[src/lef_pkg.sv]
package lef_pkg;

  // Default build limits
  localparam int MAX_WIDTH_DEF      = 4096;
  localparam int MAX_COMPONENTS_DEF = 4;

  // Fixed limits and field widths
  localparam int MAX_HEIGHT  = 4096;
  localparam int MIN_DIM     = 3;
  localparam int CFG_W       = 13;
  localparam int CFG_IDX_W   = 2;
  localparam int COMP_CFG_W  = 3;
  localparam int SMP_W       = 8;
  localparam int ROW_W       = 13;
  localparam int COMP_IDX_W  = 2;
  localparam int PIX_MAX     = 255;

  // Register reset values
  localparam int WIDTH_RST   = 640;
  localparam int HEIGHT_RST  = 480;
  localparam int COMPS_RST   = 3;

  // Front/back queue
  localparam int QDEPTH = 4;
  localparam int QAW    = $clog2(QDEPTH);
  localparam int QCW    = $clog2(QDEPTH + 1);

  typedef enum logic [CFG_IDX_W-1:0] {
    REG_WIDTH  = 2'd0,
    REG_HEIGHT = 2'd1,
    REG_COMPS  = 2'd2
  } cfg_reg_t;

  // One classified request, as handed from front to back
  typedef struct packed {
    logic                  is_pix;
    logic                  emit;
    logic                  border;
    logic                  last;
    logic [COMP_IDX_W-1:0] comp;
    logic [SMP_W-1:0]      top;
    logic [SMP_W-1:0]      mid;
    logic [SMP_W-1:0]      smp;
  } qent_t;

  typedef struct packed {
    logic [QCW-1:0] count;
    logic           empty;
  } qstat_t;

endpackage

[src/lef_queue.sv]
module lef_queue (
  input  logic            clk,
  input  logic            rst_n,
  input  logic            q_push,
  input  lef_pkg::qent_t  q_ent,
  input  logic            q_pop,
  output lef_pkg::qent_t  q_head,
  output lef_pkg::qstat_t q_stat
);
  import lef_pkg::*;

  qent_t          mem_r [QDEPTH];
  logic [QAW-1:0] wr_ptr_r, wr_ptr_nxt;
  logic [QAW-1:0] rd_ptr_r, rd_ptr_nxt;
  logic [QCW-1:0] count_r, count_nxt;

  always_comb begin
    wr_ptr_nxt = q_push ? wr_ptr_r + QAW'(1) : wr_ptr_r;
    rd_ptr_nxt = q_pop ? rd_ptr_r + QAW'(1) : rd_ptr_r;
    count_nxt  = count_r + QCW'(q_push) - QCW'(q_pop);
  end

  always_ff @(posedge clk) begin
    if (!rst_n) begin
      wr_ptr_r <= '0;
      rd_ptr_r <= '0;
      count_r  <= '0;
    end else begin
      wr_ptr_r <= wr_ptr_nxt;
      rd_ptr_r <= rd_ptr_nxt;
      count_r  <= count_nxt;
    end
  end

  always_ff @(posedge clk) begin
    if (q_push) begin
      mem_r[wr_ptr_r] <= q_ent;
    end
  end

  assign q_head       = mem_r[rd_ptr_r];
  assign q_stat.count = count_r;
  assign q_stat.empty = (count_r == '0);

endmodule

[config.mk]
export PLATFORM = sky130hd
export DESIGN_NAME = lef_queue
export DESIGN_NICKNAME = d
export VERILOG_FILES = /design/src/lef_pkg.sv /design/src/lef_queue.sv
export SDC_FILE = /design/constraint.sdc
export NUM_CORES = 1
export LEC_CHECK = 0
export BUFFER_PORTS_ARGS = -buffer_cell sky130_fd_sc_hd__buf_2
export CAP_MARGIN = 0
export CELL_PAD_IN_SITES_DETAIL_PLACEMENT = 1
export CELL_PAD_IN_SITES_GLOBAL_PLACEMENT = 1
export CORE_MARGIN = 2
export CORE_UTILIZATION = 49
export CTS_CLUSTER_SIZE = 16
export DETAILED_ROUTE_END_ITERATION = 16
export GPL_TIMING_DRIVEN = 0
export PLACE_DENSITY = 0.76
export SLEW_MARGIN = 20
export SYNTH_ARGS = -nofsm -noshare
export SYNTH_HDL_FRONTEND = slang
export SYNTH_SLANG_ARGS = --single-unit
[constraint.sdc]
create_clock -name clk -period 1.9 [get_ports clk]
set_input_delay 0.475 -clock clk [delete_from_list [all_inputs] [get_ports clk]]
set_output_delay 0.475 -clock clk [all_outputs]
set_load 0.01 [all_outputs]
==> results of run 1 <==
synthesized netlist by cell type (all sizes together):
master and number:
nor2 5, inv 7, edfxtp 120, a21oi 1, ha 6, and2 6
a21bo 1, xor3 1, buf 6, fa 1, nand3b 1, nor3 1
dfxtp 9, mux2i 1, mux4 30, xnor2 2
through the flow:
step	power (W)	utilization	setup WS (ns)	area, µm²	hold slack [ns]
finish	0.00758	0.662	-0.328	6170	0.171
global route	0.00781	0.662	-0.389	6170	0.160
CTS	0.00762	0.655	-0.370	6110	0.146
detailed placement	0.00409	0.576	0.0435	5370	0.542
global placement	0.00403	0.564	-0.450	5260	0.522
floorplan	0.00378	-	0.223	4760	0.499
cell families after synthesis:
kind of cell,synth area share
flops,0.794
mux,0.144
buf+inv,0.0158
simple gates,0.0144
fa+ha+maj,0.0200
xor+xnor,0.00867
compound gates,0.00315
worst reg2reg max path: stages, from the launching register on:
cell	delay, ns
dfxtp_1	0.35
inv_1	0.06
ha_1	0.27
inv_1	0.04
ha_1	0.19
fa_1	0.38
xor3_1	0.20
nor2_1	0.04
report_power, final:
group | leakage (nW) | switching [W] | internal (W)
Sequential | 1.18 | 0.0000591 | 0.00327
Combinational | 0.701 | 0.000369 | 0.000445
Clock | 0.302 | 0.00118 | 0.00226
Total | 2.18 | 0.00161 | 0.00597
how the worst max path moves through the flow:
| stage | endpoint | slack [ns] |
|---|---|---|
| after detailed placement | count_r[2] | 0.04 |
| after global routing | q_head[5] | -0.39 |
| after floorplan | mem_r[2][0] | 0.22 |
| after CTS | q_head[5] | -0.37 |
| after global placement | mem_r[1][0] | -0.45 |
| final | q_head[5] | -0.33 |
per-layer routing:
metal	GRT usage	part of all wire	wire (µm)
met5	0	0	0
met4	0.0831	0.016	149
met3	0.0590	0.045	414
met2	0.301	0.51	4710
met1	0.249	0.43	3940
sequential cells by signal (all words and copies together) (netlist names), named ones only:
signal,flops
count_r,3
rd_ptr_r,2
wr_ptr_r,2
mem_r,120
layout make-up:
cell class	count	area [µm²]	share of cell area
Multi-Input combinational cell	56	911	0.148
Clock inverter	14	214	0.0347
Sequential cell	129	3790	0.613
Timing Repair Buffer	71	582	0.0942
Tap cell	129	161	0.0261
Buffer	6	75.1	0.0122
Clock buffer	18	418	0.0677
Inverter	7	26.3	0.00426
placed cells by master (no fill, tap or decap), types with 3 or more instances in the layout:
master       n
bufinv_16    5
clkinv_4     4
inv_1        7
buf_6       23
buf_16       3
mux4_2      30
edfxtp_1   120
ha_1         6
and2_2       4
buf_12       4
nor2_1       5
clkbuf_16   16
buf_2       47
dfxtp_1      8
what timing repair did:
action,4_1_cts,5_1_grt
pin swaps,0,0
hold buffers,0,0
endpoints found under the setup margin,30,30
buffers inserted,0,0
gates resized for setup,21,10
==> results.txt, run 1 <==
Among cell families on the critical path, the largest total delay comes from multiplexers. The final reports fail on negative setup slack. In the final timing run, aggregate negative setup slack is -8.97 ns.

The data required time at the worst endpoint came out at around 1.4 ns. The run finished, with violations left. The final critical delay including setup and external delays came out at 2.23 ns. The average footprint of a synthesized cell is ~24 µm². The number of standard cells after synthesis came out at 198. TritonCTS built the clock tree. In the routed design, unresolved DRC markers number 0.

The number of maximum-capacitance constraint violations came out at 0. The power density over the cells is ~1200 nW/µm². The leakage component of the power came out at ~2.2 nW. The worst register-to-register path begins at count_r[0].

Setup repair after global routing could not meet its margin everywhere. The global-route wire length before repair is between 10000 and 15000 µm. The clock slew at the register clock pins of the worst setup and hold paths is 0.06 ns. The routability congestion estimate is 0.638. In this run the most critical hold path is launched from q_ent[10]. No sink is reached through more buffers than the 2 on the longest clock path. Using the TritonRoute via totals, the vias-per-cell ratio works out to between 5 and 6. The cell count after placement came out at 398. The number of antenna-violating nets in the routed design came out at 0. The count of endpoints failing hold in the final timing report is 0. Synthesis produced a netlist with a net count of roughly 240. The critical path is of the reg2out type. Fill cells in the final layout number between 700 and 800. Across all register-to-register paths, the minimum setup slack is ~0.25 ns. The share of layout cells above drive strength 1 came out at 0.475.

The remaining global-route overflow is 0. The number of port buffers is 67. The die height is approximately 100 µm. The total area inside the core boundary comes to around 9300 µm². The category of the worst setup path launch point is a flop. The top-area cell type share of the netlist area came out at 0.756. The data arrival time of the critical path is 1.75 ns. The maximum number of pins on one net before global-route repair is 26. The number of flip-flops and latches in the synthesized netlist came out at between 100 and 150. The later pin in the worst-skew pair is clocked with a latency of 0.52 ns. The initial antenna violation count is 0. The repair_antennas step left the layout with diodes totalling 0.

The final instance count without filler cells came out at 430. The die area is roughly 11000 µm². The worst-margin pin slew is approximately 0.44 ns. In the final routed layout, each cell accounts on average for between 20 and 25 µm. In the finished design, the share of the clock period the worst path needs comes to 1.17.

Detailed placement ended at an HPWL of 5580 µm. The area added between synthesis and finish came out at 29.6%. The net count of the finished layout came out at between 300 and 400.

The largest voltage drop on the vdd net came out at roughly 500 µV. The final count of negative-setup-slack endpoints came out at 30. Summed over all instances, the cell type with the most area after synthesis is edfxtp_1. STA classifies the critical path endpoint as an output port. The number of design-rule violations left by the first detailed-router iteration is ~110. The final-report max-slew violation count came out at 0. The count of cells along the worst register-to-register path came out at 7. The delay of the slowest critical-path stage came out at 0.54 ns.

For hold timing, the worst endpoint is mem_r[3][10]. Counting instances, the worst hold path has a depth of 1. For this block, the via count after detailed routing is 2248. The effective utilization at floorplan is 0.511. In this run the number of cells on the critical path is 3. The slowest stage of the critical path is the mux4_2 cell. The sequential-to-total area share from yosys stat came out at 0.794. The overall global routing resource usage is 0.191. The first detailed-routing pass ran for 4 iterations.

The relative max-transition margin came out at 0.708. The maximum fanout along the worst path is 10. The CTS buffer count came out at 17. The level count of the clock H-tree is 4. The via count of the first global-routing pass came to ~2400. During I/O placement, the number of pins put on the boundary was between 60 and 70.

Clock tree synthesis found a total of roughly 130 sinks. The horizontal extent of the die came out at 103 µm. The number of buffer and inverter stages on the critical path is 2. The worst register-to-register path ends at count_r[2].

The final wirelength is approximately 9200 µm. The tree is rooted in a clkbuf_8. The yosys synthesis warning count is 0. The highest achievable clock rate came out at roughly 0.45 GHz. The min-delay analysis places its worst path in the category in2reg. The setup skew after layout came out at 0.0106 ns. The floorplan has 35 rows. In the post-route analysis, the smallest setup slack over all paths is -0.328 ns. Traced cell by cell, the critical path runs through buf_12, mux4_2, buf_6. The synthesized netlist occupies a cell area of approximately 4800 µm². The number of distinct library cell variants in the gate-level netlist after synthesis is 17. By area the synthesized netlist is led by edfxtp_1 (76%), mux4_2 (14%), dfxtp_1 (3.8%), ha_1 (1.6%), and2_1 (0.79%).
No activity file was read; power rests on OpenSTA's default activity.
==> inputs of run 2 (changes only) <==
==> constraint.sdc (replaced) <==
create_clock -name clk -period 1.9 [get_ports clk]
set_input_delay 0.19 -clock clk [delete_from_list [all_inputs] [get_ports clk]]
set_output_delay 0.19 -clock clk [all_outputs]
set_load 0.01 [all_outputs]
==> results.txt, run 2 (synthesized netlist as in run 1, its figures left out) <==
The run finished, with violations left. The checks that failed: negative setup slack. The H-tree was split into 4 levels. After clock tree synthesis, the clock-pin slew on the worst setup and hold paths is ~0.06 ns. The number of antenna-violating nets in the routed design is 0.

The final count of negative-setup-slack endpoints is 28. In the final routed layout, each cell accounts on average for 21.6 µm. The maximum fanout along the worst path came out at 10. The setup skew after layout came out at ~0.0083 ns. Entering global routing, the biggest net connects 26 pins. The final critical delay including setup and external delays came out at ~1.9 ns. Setup repair after global routing could not meet its margin everywhere. IR analysis of the VDD net gives a maximum drop of 600 µV. The final-report max-slew violation count is 0. The register with the most flip-flops in the layout has 120 of them.

Port buffering added between 60 and 70 buffers. Dividing total power by cell area gives a power density of 1180 nW/µm². The final wirelength is roughly 10000 µm.

The total setup buffers inserted after CTS is 0. The area added between synthesis and finish is 36.6%. The data required time at the worst endpoint came out at approximately 1.7 ns. The remaining routing DRC violations came out at 0. 0 antenna diodes ended up in the layout. The floorplan has 35 rows. The largest registers in the layout are mem_r x120, count_r x3.

The critical path in this run is classified as reg2out. The share of layout cells above drive strength 1 came out at 0.429. The net count of the finished layout came out at between 300 and 400. The post-placement setup slack is 0.272 ns. For this configuration, the core starts out at a cell density of 0.511. Counting tap cells, the placed design contains a total of 398 instances. TritonCTS built the clock tree. The CTS buffer count is 17.

In the layout the commonest cells are edfxtp_1 (120), buf_2 (45), dlygate4sd3_1 (32). The final critical-path share of the clock period is 1.02. In this run the standard cell core region covers 9330 µm². The commonest non-fill, non-tap cell in the layout is edfxtp_1. The most flop-heavy register is mem_r. The floorplan step set the die height to approximately 100 µm. The number of filler instances in the final layout came out at between 700 and 800.

The number of design-rule violations left by the first detailed-router iteration is 149. The category of the worst setup path launch point is a flop. The number of maximum-capacitance constraint violations came out at 0. The via count came out at 2407.

The global-route wire length before repair is 15100 µm. The via count of the first global-routing pass is 2658. The first-pass iteration count of the detailed router came out at 4. The number of top-level pins is 68. The final instance count without filler cells came out at 462.

The die area came out at 10500 µm². STA classifies the critical path endpoint as an output port. The worst hold margin is about 0.035 ns. The initial antenna violation count came out at 0. In this run the worst hold path is classified as in2reg. Clock tree synthesis found a total of approximately 130 sinks. CTS placed an instance of clkbuf_8 at the clock tree root.

The count of endpoints failing hold in the final timing report is 0. The overall global routing resource usage came out at 0.208. The remaining global-route overflow is 0.

The analysis attributes to cell leakage a power of 2.32 nW. The final HPWL from detailed placement is 5580 µm. The worst-margin pin slew is roughly 0.42 ns. The relative max-transition margin is 0.719. The horizontal extent of the die came out at 103 µm. The detailed-route vias per instance came out at ~5.2. The final worst setup slack came out at -0.0439 ns. The routability congestion estimate came out at around 0.64.

The clock insertion delay at the later pin of the skew report is ~0.52 ns. The maximum clock path buffer count came out at 2. The data arrival time of the critical path came out at around 1.8 ns. The highest achievable clock rate is 0.514 GHz.
[run 2: cell count changes in the layout (fill, tap and decap cells not counted), sizes merged]
| cell | previous run | this run |
|---|---|---|
| dlygate4sd3 | 0 | 32 |
[run 2: worst max-delay path, stage by stage (launching register included)]
cell     delay, ns
dfxtp_4       0.39
buf_12        0.16
mux4_2        0.54
buf_6         0.15
[run 2: worst paths after layout]
check | start | end | slack [ns] | cells past startpoint
worst min-delay path | q_push | wr_ptr_r[0] | 0.03 | 3
worst max register to register | count_r[0] | count_r[2] | 0.24 | 7
worst max-delay path | flop | q_head[19] | -0.04 | 3
worst min register to register | rd_ptr_r[1] | flop | 0.55 | 2
[run 2: metrics by stage]
stage / power, W / setup TNS [ns] / cell area [µm²] / utilization
after global placement: 0.00403 / -38.31 / 5260 / 0.564
after global routing: 0.00791 / -2.48 / 6510 / 0.698
after detailed placement: 0.00409 / 0 / 5370 / 0.576
final: 0.00767 / -0.570 / 6510 / 0.698
after CTS: 0.00767 / -1.55 / 6430 / 0.690
after floorplan: 0.00378 / 0 / 4760 / -
[run 2: area by class of cell]
class | instances | area (µm²) | share of cell area
buffer | 6 | 75.1 | 0.0115
clock inverter | 14 | 214 | 0.0329
inverter | 7 | 26.3 | 0.00404
clock buffer | 18 | 418 | 0.0642
timing repair buffer | 103 | 915 | 0.141
sequential | 129 | 3790 | 0.582
multi-input combinational | 56 | 911 | 0.140
tap | 129 | 161 | 0.0248
[run 2: power by group]
part	internal (W)	leakage [nW]	switching, W
combinational	0.000496	0.839	0.000390
clock	0.00226	0.302	0.00119
sequential	0.00327	1.18	0.0000637
total	0.00602	2.32	0.00165
[run 2: per-layer routing]
metal | share of wire | vias to the layer above | routed length (µm) | track usage
met5 | 0 | - | 0 | 0
met4 | 0.017 | 0 | 167 | 0.0810
met3 | 0.038 | 12 | 381 | 0.0685
met2 | 0.53 | 79 | 5250 | 0.345
met1 | 0.42 | 1246 | 4190 | 0.257
li1 | - | 1070 | - | -
[run 2: repair_timing]
action,4_1_cts,5_1_grt
resized for setup,21,12
pin swaps,0,0
hold endpoints to repair,124,0
setup endpoints to repair,30,30
cloned,0,0
hold buffers,32,0
