## src/lef_pkg.sv

```systemverilog
package lef_pkg;

  // Default build limits
  localparam int MAX_WIDTH_DEF      = 4096;
  localparam int MAX_COMPONENTS_DEF = 4;

  // Fixed limits and field widths
  localparam int MAX_HEIGHT  = 4096;
  localparam int MIN_DIM     = 3;
  localparam int CFG_W       = 13;
  localparam int CFG_IDX_W   = 2;
  localparam int COMP_CFG_W  = 3;
  localparam int SMP_W       = 8;
  localparam int ROW_W       = 13;
  localparam int COMP_IDX_W  = 2;
  localparam int PIX_MAX     = 255;

  // Register reset values
  localparam int WIDTH_RST   = 640;
  localparam int HEIGHT_RST  = 480;
  localparam int COMPS_RST   = 3;

  // Front/back queue
  localparam int QDEPTH = 4;
  localparam int QAW    = $clog2(QDEPTH);
  localparam int QCW    = $clog2(QDEPTH + 1);

  typedef enum logic [CFG_IDX_W-1:0] {
    REG_WIDTH  = 2'd0,
    REG_HEIGHT = 2'd1,
    REG_COMPS  = 2'd2
  } cfg_reg_t;

  // One classified request, as handed from front to back
  typedef struct packed {
    logic                  is_pix;
    logic                  emit;
    logic                  border;
    logic                  last;
    logic [COMP_IDX_W-1:0] comp;
    logic [SMP_W-1:0]      top;
    logic [SMP_W-1:0]      mid;
    logic [SMP_W-1:0]      smp;
  } qent_t;

  typedef struct packed {
    logic [QCW-1:0] count;
    logic           empty;
  } qstat_t;

endpackage

```

## src/lef_out_if.sv

```systemverilog
interface lef_out_if;
  import lef_pkg::*;

  logic             valid;
  logic             ready;
  logic [SMP_W-1:0] filtered;
  logic             frame_last;

  modport source(output valid, filtered, frame_last, input ready);
  modport sink(input valid, filtered, frame_last, output ready);
endinterface

```

## src/lef_back.sv

```systemverilog
module lef_back #(
  parameter int MAX_COMPONENTS = lef_pkg::MAX_COMPONENTS_DEF
) (
  input  logic            clk,
  input  logic            rst_n,
  input  lef_pkg::qstat_t q_stat,
  input  lef_pkg::qent_t  q_head,
  output logic            q_pop,
  lef_out_if.source       out_ch
);
  import lef_pkg::*;

  localparam int CW = (MAX_COMPONENTS > 1) ? $clog2(MAX_COMPONENTS) : 1;
  localparam int SW = SMP_W + 3;

  logic [SMP_W-1:0] win_r [MAX_COMPONENTS][3][3];
  logic [CW-1:0]    comp;
  logic [SW-1:0]    center_x8, nsum;
  logic signed [SW:0] diff;
  logic [SMP_W-1:0] resp;

  logic             out_valid_r, out_valid_nxt;
  logic [SMP_W-1:0] filtered_r;
  logic             last_r;

  assign comp  = q_head.comp[CW-1:0];
  assign q_pop = !q_stat.empty && (!out_valid_r || out_ch.ready);

  // Response on the window as it stands after this column shifts in
  always_comb begin
    center_x8 = {win_r[comp][1][2], 3'b000};
    nsum = SW'(win_r[comp][0][1]) + SW'(win_r[comp][0][2]) + SW'(q_head.top)
         + SW'(win_r[comp][1][1]) + SW'(q_head.mid)
         + SW'(win_r[comp][2][1]) + SW'(win_r[comp][2][2]) + SW'(q_head.smp);
    diff = $signed({1'b0, center_x8}) - $signed({1'b0, nsum});
    if (!q_head.is_pix || q_head.border || diff < 0) begin
      resp = '0;
    end else if (diff > (SW + 1)'(PIX_MAX)) begin
      resp = SMP_W'(PIX_MAX);
    end else begin
      resp = diff[SMP_W-1:0];
    end
  end

  always_ff @(posedge clk) begin
    if (q_pop && q_head.is_pix) begin
      for (int r = 0; r < 3; r++) begin
        win_r[comp][r][0] <= win_r[comp][r][1];
        win_r[comp][r][1] <= win_r[comp][r][2];
      end
      win_r[comp][0][2] <= q_head.top;
      win_r[comp][1][2] <= q_head.mid;
      win_r[comp][2][2] <= q_head.smp;
    end
  end

  always_comb begin
    if (q_pop) begin
      out_valid_nxt = q_head.emit;
    end else if (out_ch.ready) begin
      out_valid_nxt = 1'b0;
    end else begin
      out_valid_nxt = out_valid_r;
    end
  end

  always_ff @(posedge clk) begin
    if (!rst_n) begin
      out_valid_r <= 1'b0;
    end else begin
      out_valid_r <= out_valid_nxt;
    end
  end

  always_ff @(posedge clk) begin
    if (q_pop) begin
      filtered_r <= resp;
      last_r     <= q_head.last;
    end
  end

  assign out_ch.valid      = out_valid_r;
  assign out_ch.filtered   = filtered_r;
  assign out_ch.frame_last = last_r;

endmodule

```

## src/flat_wrapper.sv

```systemverilog
// flat-port wrapper written by rule: the top's interface ports become plain ports
module lef_back_flat import lef_pkg::*;
#(
  parameter int MAX_COMPONENTS = lef_pkg::MAX_COMPONENTS_DEF
)
  (clk, rst_n, q_stat, q_head, q_pop, out_ch_valid, out_ch_filtered, out_ch_frame_last, out_ch_ready);
  lef_out_if out_ch_i ();
  input  logic clk;
  input  logic rst_n;
  input  lef_pkg::qstat_t q_stat;
  input  lef_pkg::qent_t q_head;
  output logic q_pop;
  output wire logic [$bits(out_ch_i.valid)-1:0] out_ch_valid;
  output wire logic [$bits(out_ch_i.filtered)-1:0] out_ch_filtered;
  output wire logic [$bits(out_ch_i.frame_last)-1:0] out_ch_frame_last;
  input wire logic [$bits(out_ch_i.ready)-1:0] out_ch_ready;
  assign out_ch_valid = out_ch_i.valid;
  assign out_ch_filtered = out_ch_i.filtered;
  assign out_ch_frame_last = out_ch_i.frame_last;
  assign out_ch_i.ready = out_ch_ready;
  lef_back #(.MAX_COMPONENTS(MAX_COMPONENTS)) u_core (.clk(clk), .rst_n(rst_n), .q_stat(q_stat), .q_head(q_head), .q_pop(q_pop), .out_ch(out_ch_i));
endmodule
```

## config.mk

```make
export PLATFORM = sky130hd
export DESIGN_NAME = lef_back_flat
export DESIGN_NICKNAME = d
export VERILOG_FILES = /design/src/lef_pkg.sv /design/src/lef_out_if.sv /design/src/lef_back.sv /design/src/flat_wrapper.sv
export SDC_FILE = /design/constraint.sdc
export NUM_CORES = 1
export LEC_CHECK = 0
export ABC_CLOCK_PERIOD_IN_PS = 9100
export BUFFER_PORTS_ARGS = -buffer_cell sky130_fd_sc_hd__buf_2
export CELL_PAD_IN_SITES_DETAIL_PLACEMENT = 2
export CELL_PAD_IN_SITES_GLOBAL_PLACEMENT = 2
export CORE_MARGIN = 2
export CORE_UTILIZATION = 47
export CTS_BUF_LIST = sky130_fd_sc_hd__clkbuf_8 sky130_fd_sc_hd__clkbuf_16
export DETAILED_ROUTE_END_ITERATION = 10
export PLACE_DENSITY = 0.8
export SKIP_CTS_REPAIR_TIMING = 1
export SLEW_MARGIN = 20
export SYNTH_ARGS = -nofsm -noshare
export SYNTH_HDL_FRONTEND = slang
export SYNTH_SLANG_ARGS = --single-unit
```

## constraint.sdc

```tcl
create_clock -name clk -period 9.1 [get_ports clk]
set_input_delay 0 -clock clk [delete_from_list [all_inputs] [get_ports clk]]
set_output_delay 0 -clock clk [all_outputs]
set_load 0.01 [all_outputs]
```

==> results of run 1 <==
through the flow:
stage / worst slack, ps / cells / util [%]
finish: 1376 / 898 / 56.04
global route: 1061 / 898 / 56.04
CTS: 1294 / 870 / 54.61
detailed placement: 1033 / 828 / 51.11
global placement: 1428 / 828 / 51.11
floorplan: 2239 / 524 / -
registers in the layout (all words and copies together) (netlist names):
name,cells
u_core.out_ch.filtered,8
u_core.out_ch.valid,1
u_core.out_ch.frame_last,1
u_core.win_r,192
cells by family (layout without fill, tap and decap cells):
logic type | after synthesis | in the layout | share of synthesized area [%]
fa+ha+maj | 72 | 72 | 12.65
compound gates | 48 | 48 | 3.673
mux | 48 | 48 | 11.46
buf+inv | 87 | 196 | 3.527
xor+xnor | 20 | 20 | 1.856
flops | 202 | 202 | 64.17
simple gates | 47 | 47 | 2.665
cell type report:
| class | instances | area [um2] | area share (%) |
|---|---|---|---|
| flip-flops and latches | 202 | 6056 | 55.16 |
| multi-input cells | 235 | 3069 | 27.96 |
| clock buffers | 23 | 575.6 | 5.243 |
| repair buffers | 79 | 555.5 | 5.060 |
| well taps | 265 | 331.6 | 3.020 |
| inverters | 75 | 281.5 | 2.564 |
| clock inverters | 19 | 108.9 | 0.9916 |
synth_stat cells, drive strengths merged:
master / number
a21oi: 18
a21o: 5
inv: 75
and2: 1
edfxtp: 201
buf: 5
nand3: 3
a31oi: 4
ha: 33
nor2b: 3
o211ai: 2
and4: 1
and3: 1
o21ai: 7
nand4: 1
o41ai: 1
o21a: 2
xnor2: 9
nor3b: 2
mux4: 48
and4bb: 1
nor3: 4
o2111a: 1
nor2: 13
or3: 2
clkbuf: 7
a31o: 2
nand2b: 7
nand2: 8
dfxtp: 1
o31ai: 2
a21boi: 4
xor2: 11
fa: 39
routing by layer:
| layer | GRT usage [%] | vias up | routed length, um |
|---|---|---|---|
| met5 | 0 | - | 0 |
| met4 | 6.618 | 0 | 517 |
| met2 | 37.48 | 86 | 11720 |
| met1 | 24.97 | 2596 | 8637 |
| li1 | - | 2148 | - |
| met3 | 2.790 | 34 | 546 |
worst max-delay path, cell delays in order, from the launching register on:
cell      delay [ps]
edfxtp_1         370
mux4_2           550
ha_1             310
a21o_1           210
a21oi_1          270
nand2b_1         140
a21boi_0         140
o41ai_1          540
xnor2_1          170
fa_1             500
inv_1             70
fa_1             570
inv_1             70
fa_1             530
inv_1             70
fa_1             540
inv_1             50
ha_1             340
or3_1            330
o21ai_0          130
a21oi_1          100
xnor2_1          160
ha_1             340
xor2_1           180
or3_4            350
a21oi_4          290
a21oi_1          120
worst paths after layout:
path	startpoint	endpoint	slack (ps)	cells past startpoint
worst max-delay path	u_core.win_r[3][49]	u_core.out_ch.filtered[0]	1380	26
worst min-delay path	q_stat[0]	u_core.out_ch.filtered[6]	-7	2
worst max register to register	u_core.win_r[3][49]	u_core.out_ch.filtered[0]	1380	26
worst min register to register	u_core.win_r[0][55]	u_core.win_r[1][63]	720	1
==> results.ini, run 1 <==
[detailed_routing]
drt-initial-drc-count=274
antenna_left=0
vias_per_cell=5.416
drc=0
firstDrtPassIters=4
routed_wl_um=21420
vias=4864
wl_per_cell_um=23.85

[sta]
slew_headroom_pct=40.22
fmax_mhz=129.5
timing.final.crit_share_pct=84.88
worst_slew_pin_slew_ps=894.8
whs_ps=-7.118
hold_viol_final=9
fin_crit_ps=7724
tns_ps=0
setup_violations=0
rsz0062_at_grt=false
finalClockSkew_ps=9.666
slew_violations=0

[cts]
path_clk_slew_ps=60
cts_buffers=23
clock_path_buffers=3
cts_sinks=202
cts_tree=built
clk_latency_ps=510
root_buffer=clkbuf_16
htree_levels=1

[placed_design]
hpwl_um=13440
placed_area_um2=10010
gp_congestion=0.7177
numPortBuffers=44

[synth]
syn_inst=524
ys_top_cells_by_area=edfxtp_1 64%, mux4_2 11%, fa_1 8.3%
syn-mean-instance-area_um2=18.01
netlist.area_leader.share_pct=63.96
synth.cell_area_um2=9437
ys_types=41
yosysWarnings=0
ys_seq_elements=202
yosysTopAreaCell=edfxtp_1
ys_seq_area_share_pct=64.17
synth_nets=633

[critical_path]
critPathMaxFanout=8
criticalPathCategory=flip-flop to flip-flop
cp-start-kind=flip-flop
crit_arrival_ps=7960
crit_required_ps=9340
endpoint_kind=flip-flop

[finish]
mostFrequentLayoutCells=201 x edfxtp_1, 80 x inv_1, 48 x mux4_2, 43 x buf_2, 39 x fa_1
layout-drive-gt1-share_pct=22.43
postLayoutCellArea_um2=10980
antenna_cells=0
final_common_cell=edfxtp_1
area_delta_synth_final_pct=16.33
nFillCells=1659
final_nets=725

[floorplan]
ios=48
start_util_pct=48.17
dieArea_um2=21230
die_w_um=145.7
rows=51
die_y_um=145.7
core_um2=19590

[grt]
overflow=0
grt_pass1_vias=5695
grt_usage_pct=20.41
grt_pass1_wl_um=32960
antenna_found_initial=0
grt_max_degree=49

[status]
status=complete, but fails checks
violations=hold timing

[flow_run]
cap_viol_max_count=0

[hold_path]
hold_path_class=input port to flip-flop

Power of run 1 is not shown: default switching activity piles up to over one toggle a cycle in this logic, so the estimate is an artifact.
==> run 2, diff against run 1 <==
--- a/config.mk
+++ b/config.mk
@@ -5,7 +5,7 @@
 export SDC_FILE = /design/constraint.sdc
 export NUM_CORES = 1
 export LEC_CHECK = 0
-export ABC_CLOCK_PERIOD_IN_PS = 9100
+export ABC_CLOCK_PERIOD_IN_PS = 7120
 export BUFFER_PORTS_ARGS = -buffer_cell sky130_fd_sc_hd__buf_2
 export CELL_PAD_IN_SITES_DETAIL_PLACEMENT = 2
 export CELL_PAD_IN_SITES_GLOBAL_PLACEMENT = 2
==> constraint.sdc (replaced) <==
create_clock -name clk -period 7.12 [get_ports clk]
set_input_delay 0 -clock clk [delete_from_list [all_inputs] [get_ports clk]]
set_output_delay 0 -clock clk [all_outputs]
set_load 0.01 [all_outputs]
==> run 2 against run 1 <==
The run ends with setup timing left. Sequential share of layout area fell by 2.4 points. Hold slack gained 97 ps. Final area grew 4.5%. Fmax rose by 7.8%. Non-clock buffer count rose by 22. Die area unchanged. Cell count up 2.4%. Register-to-register slack worse by 1400 ps. Via count grew 4.5%. Critical path type unchanged. Critical endpoint is now u_core.out_ch.filtered[2]. Highest routed layer unchanged.
==> results.ini, run 2 (synthesis gave the netlist of run 1 again) <==
[grt]
grt_pass1_wl_um=34710  ; +5.3%
busiest_layer=met2
use_met3_pct=3.229  ; +0.44 points
grt_use_met1_pct=26.96  ; +2.0 points
overflow=0  ; unchanged
met2_usage_pct=38.89  ; +1.4 points
grt_pass1_vias=5754  ; +1.0%
grt_usage_pct=21.78  ; +1.4 points
antenna_found_initial=0  ; unchanged
grt_max_degree=49  ; unchanged

[floorplan]
die_y_um=145.7  ; unchanged
dieArea_um2=21230  ; unchanged
die_w_um=145.7  ; unchanged
rows=51  ; unchanged
ios=48  ; unchanged
start_util_pct=48.17  ; unchanged
core_um2=19590  ; unchanged

[critical_path]
crit_arrival_ps=7450  ; -510 ps
cpMostUsedCell=fa_1
critPathMaxFanout=8  ; unchanged
critPathSlowestCell=fa_1
endpoint_kind=flip-flop
crit_required_ps=7400  ; -1940 ps
criticalPathCategory=flip-flop to flip-flop
cpPeakStageDelay_ps=560  ; about the same
cp-start-kind=flip-flop

[detailed_routing]
wl_per_cell_um=26.40  ; +11%
drc=0  ; unchanged
drt-initial-drc-count=228  ; -17%
antenna_left=0  ; unchanged
vias_per_cell=5.526  ; +2.0%
routed_wl_um=24290  ; +13%
firstDrtPassIters=4  ; unchanged
vias=5084  ; +4.5%

[status]
violations=setup timing
status=complete, but fails checks

[finish]
final_common_cell=edfxtp_1
antenna_cells=0  ; unchanged
largest_register_ffs=192  ; unchanged
area_delta_synth_final_pct=21.53
mostFrequentLayoutCells=201 x edfxtp_1, 75 x inv_1, 48 x mux4_2, 43 x buf_2, 37 x fa_1
top_register=u_core.win_r
layout-drive-gt1-share_pct=31.60  ; +9.2 points
postLayoutCellArea_um2=11470  ; +4.5%
final_nets=747  ; +3.0%
instances_no_fill=920  ; +2.4%

[sta]
worst_slack_ps=-48.56  ; -1424 ps
worst_slew_pin_slew_ps=959.3  ; +64.53 ps
slew_violations=0  ; unchanged
timing.final.crit_share_pct=100.7  ; +16 points
fmax_mhz=139.5  ; +7.8%
setup_violations=8  ; +8
fin_crit_ps=7169  ; -555.8 ps
finalClockSkew_ps=15.81  ; +6.139 ps
rsz0062_at_grt=true
hold_viol_final=0  ; -9
slew_headroom_pct=35.91  ; -4.3 points

[cts]
cts_sinks=202  ; unchanged
cts_tree=built
clock_path_buffers=3  ; unchanged
root_buffer=clkbuf_16
path_clk_slew_ps=60  ; about the same
clk_latency_ps=540  ; +30 ps
htree_levels=1  ; unchanged
cts_buffers=23  ; unchanged

[placed_design]
hpwl_um=13820  ; +2.8%
placed_cells=838  ; +1.2%
gp_congestion=0.7632  ; +6.3%
numPortBuffers=44  ; unchanged
placed_area_um2=10090  ; +0.75%

[flow_run]
cap_viol_max_count=0  ; unchanged

[hold_path]
hold_path_class=input port to flip-flop

[run 2: changes by cell type in the layout (fill, tap and decap cells not counted), sizes merged]
cell         previous run  this run
clkinv                 12         8
dlygate4sd3            28        29
clkinvlp                0         2
bufinv                  1         3
buf                    51        72
[run 2: layer usage]
layer / wire [um] / vias up
met1: 9594 / 2749
met2: 13450 / 94
met5: 0 / -
li1: - / 2201
met3: 654 / 40
met4: 587 / 0
[run 2: cell type report]
cell class	instances	area [um2]
Fill cell	1650	8122
Sequential cell	202	6056
Multi-Input combinational cell	235	3286
Timing Repair Buffer	101	752.0
Clock buffer	23	575.6
Tap cell	265	331.6
Inverter	75	281.5
Clock inverter	19	186.4
[run 2: metrics by stage]
stage                     setup slack (ps)  TNS, ps  utilization [%]  hold slack (ps)
after floorplan                      258.5        0                -            98.87
after global placement              -112.0   -856.8            51.50            176.3
after detailed placement            -387.9    -2880            51.50            192.0
after CTS                           -436.8    -3308            55.39           -361.2
after global routing                -318.1    -2450            58.54            122.2
final                               -48.56   -306.0            58.54            90.14
[run 2: final timing paths]
| check | from | to | slack (ps) | cells after the start |
|---|---|---|---|---|
| worst min register to register | u_core.win_r[0][52] | u_core.win_r[3][60] | 690 | 1 |
| worst max register to register | u_core.win_r[3][49] | u_core.out_ch.filtered[2] | -50 | 30 |
| worst max-delay path | u_core.win_r[3][49] | u_core.out_ch.filtered[2] | -50 | 30 |
| worst min-delay path | q_head[24] | u_core.win_r[0][58] | 90 | 2 |
[run 2: worst max-delay path, delay by kind of cell (launching register included)]
family	cells	cell delay, ps
xor gates and xnor gates	3	520
muxes	1	530
adders and majority gates	7	2830
and+or+nand+nor	4	610
AOI/OAI and AO/OA	9	1470
buffers and inverters	6	570
DFF	1	370
Power of run 2 is left out for the same reason.
==> run 3, diff against run 2 <==
--- a/config.mk
+++ b/config.mk
@@ -15,6 +15,7 @@
 export DETAILED_ROUTE_END_ITERATION = 10
 export PLACE_DENSITY = 0.8
 export SKIP_CTS_REPAIR_TIMING = 1
+export SKIP_LAST_GASP = 1
 export SLEW_MARGIN = 20
 export SYNTH_ARGS = -nofsm -noshare
 export SYNTH_HDL_FRONTEND = slang
==> run 3 against run 2 <==
The flow still finishes with violations (setup timing). Register-to-register slack barely moved. Clock skew is essentially flat. Critical endpoint unchanged. Critical path type unchanged. Global-route usage unchanged. Highest routed layer unchanged. Critical path depth did not move. Sequential cell count unchanged. First-iteration DRC count unchanged. Sequential share of layout area unchanged.
==> results.ini, run 3 (synthesis gave the netlist of run 1 again) <==
[finish]
top_register=u_core.win_r
antenna_cells=0  ; unchanged
final_nets=747  ; unchanged
nFillCells=1650  ; unchanged
final_common_cell=edfxtp_1
postLayoutCellArea_um2=11470  ; unchanged
largest_register_ffs=192  ; unchanged
mostFrequentLayoutCells=201 x edfxtp_1, 75 x inv_1, 48 x mux4_2, 43 x buf_2, 37 x fa_1
layout-drive-gt1-share_pct=31.60  ; unchanged
area_delta_synth_final_pct=21.53  ; unchanged

[status]
status=complete, but fails checks
violations=setup timing

[grt]
use_met3_pct=3.229  ; unchanged
grt_pass1_vias=5754  ; unchanged
met2_usage_pct=38.89  ; unchanged
grt_use_met1_pct=26.96  ; unchanged
grt_max_degree=49  ; unchanged
grt_usage_pct=21.78  ; unchanged
grt_pass1_wl_um=34710  ; unchanged
busiest_layer=met2
overflow=0  ; unchanged
antenna_found_initial=0  ; unchanged

[sta]
slew_violations=0  ; unchanged
timing.final.crit_share_pct=100.7  ; about the same
worst_slew_pin_slew_ps=950.3  ; -9.014 ps
hold_viol_final=0  ; unchanged
fin_crit_ps=7169  ; +0.2114 ps
finalClockSkew_ps=15.34  ; -0.4626 ps
setup_violations=8  ; unchanged
rsz0062_at_grt=true
tns_ps=-325.1  ; -19.15 ps
slew_headroom_pct=36.52  ; +0.60 points
worst_slack_ps=-48.77  ; -0.2114 ps
fmax_mhz=139.5  ; about the same

[placed_design]
gp_congestion=0.7632  ; unchanged
placed_area_um2=10090  ; unchanged
numPortBuffers=44  ; unchanged
hpwl_um=13820  ; unchanged

[detailed_routing]
wl_per_cell_um=26.40  ; about the same
vias_per_cell=5.514  ; -0.22%
vias=5073  ; -0.22%
antenna_left=0  ; unchanged
drc=0  ; unchanged
firstDrtPassIters=4  ; unchanged
routed_wl_um=24290  ; about the same
drt-initial-drc-count=228  ; unchanged

[critical_path]
critPathSlowestCell=fa_1
critPathMaxFanout=8  ; unchanged
r2r_start=u_core.win_r[3][49]
cpMostUsedCell=fa_1
r2r-end=u_core.out_ch.filtered[2]
reg2regPathDepth=30  ; unchanged
crit_required_ps=7400  ; about the same
criticalPathCategory=flip-flop to flip-flop
crit_arrival_ps=7450  ; about the same
cp-start-kind=flip-flop
cpPeakStageDelay_ps=560  ; about the same
r2r_slack_ps=-50  ; about the same
endpoint_kind=flip-flop

[floorplan]
die_y_um=145.7  ; unchanged
core_um2=19590  ; unchanged
rows=51  ; unchanged
start_util_pct=48.17  ; unchanged
ios=48  ; unchanged
die_w_um=145.7  ; unchanged
dieArea_um2=21230  ; unchanged

[flow_run]
cap_viol_max_count=0  ; unchanged

[hold_path]
min_to=u_core.win_r[0][58]
hold_depth=2  ; unchanged
hold_path_class=input port to flip-flop
min_from=q_head[24]

[cts]
cts_tree=built
htree_levels=1  ; unchanged
path_clk_slew_ps=60  ; about the same
root_buffer=clkbuf_16
cts_sinks=202  ; unchanged
cts_buffers=23  ; unchanged
clock_path_buffers=3  ; unchanged
clk_latency_ps=540  ; about the same

==> run 3: cell counts in the layout (fill, tap and decap cells not counted) <==
Identical to the previous run, type by type.
==> run 3: stage by stage <==
| stage | instances | worst slack, ps | hold slack (ps) | util [%] |
|---|---|---|---|---|
| finish | 920 | -48.77 | 88.93 | 58.54 |
| global route | 920 | -320.5 | 122.2 | 58.54 |
| CTS | 880 | -436.8 | -361.2 | 55.39 |
| detailed placement | 838 | -387.9 | 192.0 | 51.50 |
| global placement | 838 | -112.0 | 176.3 | 51.50 |
| floorplan | 524 | 258.5 | 98.87 | - |
==> run 3: area by class of cell <==
class | instances | area, um2 | share of cell area, %
multi-input combinational | 235 | 3286 | 28.65
timing repair buffer | 101 | 752.0 | 6.557
clock buffer | 23 | 575.6 | 5.019
tap | 265 | 331.6 | 2.891
inverter | 75 | 281.5 | 2.455
sequential | 202 | 6056 | 52.80
clock inverter | 19 | 186.4 | 1.626
==> run 3: worst max path at each step <==
stage,startpoint,to,slack [ps],cells past startpoint
floorplan,q_head[24],u_core.out_ch.filtered[0],260,28
global placement,u_core.win_r[3][57],u_core.out_ch.filtered[0],-110,27
detailed placement,u_core.win_r[2][57],u_core.out_ch.filtered[2],-390,28
CTS,u_core.win_r[2][57],u_core.out_ch.filtered[2],-440,27
global route,u_core.win_r[0][49],u_core.out_ch.filtered[0],-320,30
finish,u_core.win_r[3][49],u_core.out_ch.filtered[2],-50,30
==> run 3: critical path, delay by kind of cell (launching register included) <==
kind,cells,cell delay (ps)
flip-flops,1,370
XOR/XNOR,3,520
AND/OR/NAND/NOR,4,610
multiplexers,1,530
buffers and inverters,6,570
adder cells (fa/ha/maj),7,2830
AO/OA/AOI/OAI,9,1470
==> run 3: routing by layer <==
layer,routed length [um],share of wire (%)
met5,0,0
met2,13460,55
met1,9548,39
met3,698,2.9
met4,582,2.4
Power of run 3 is left out for the same reason.
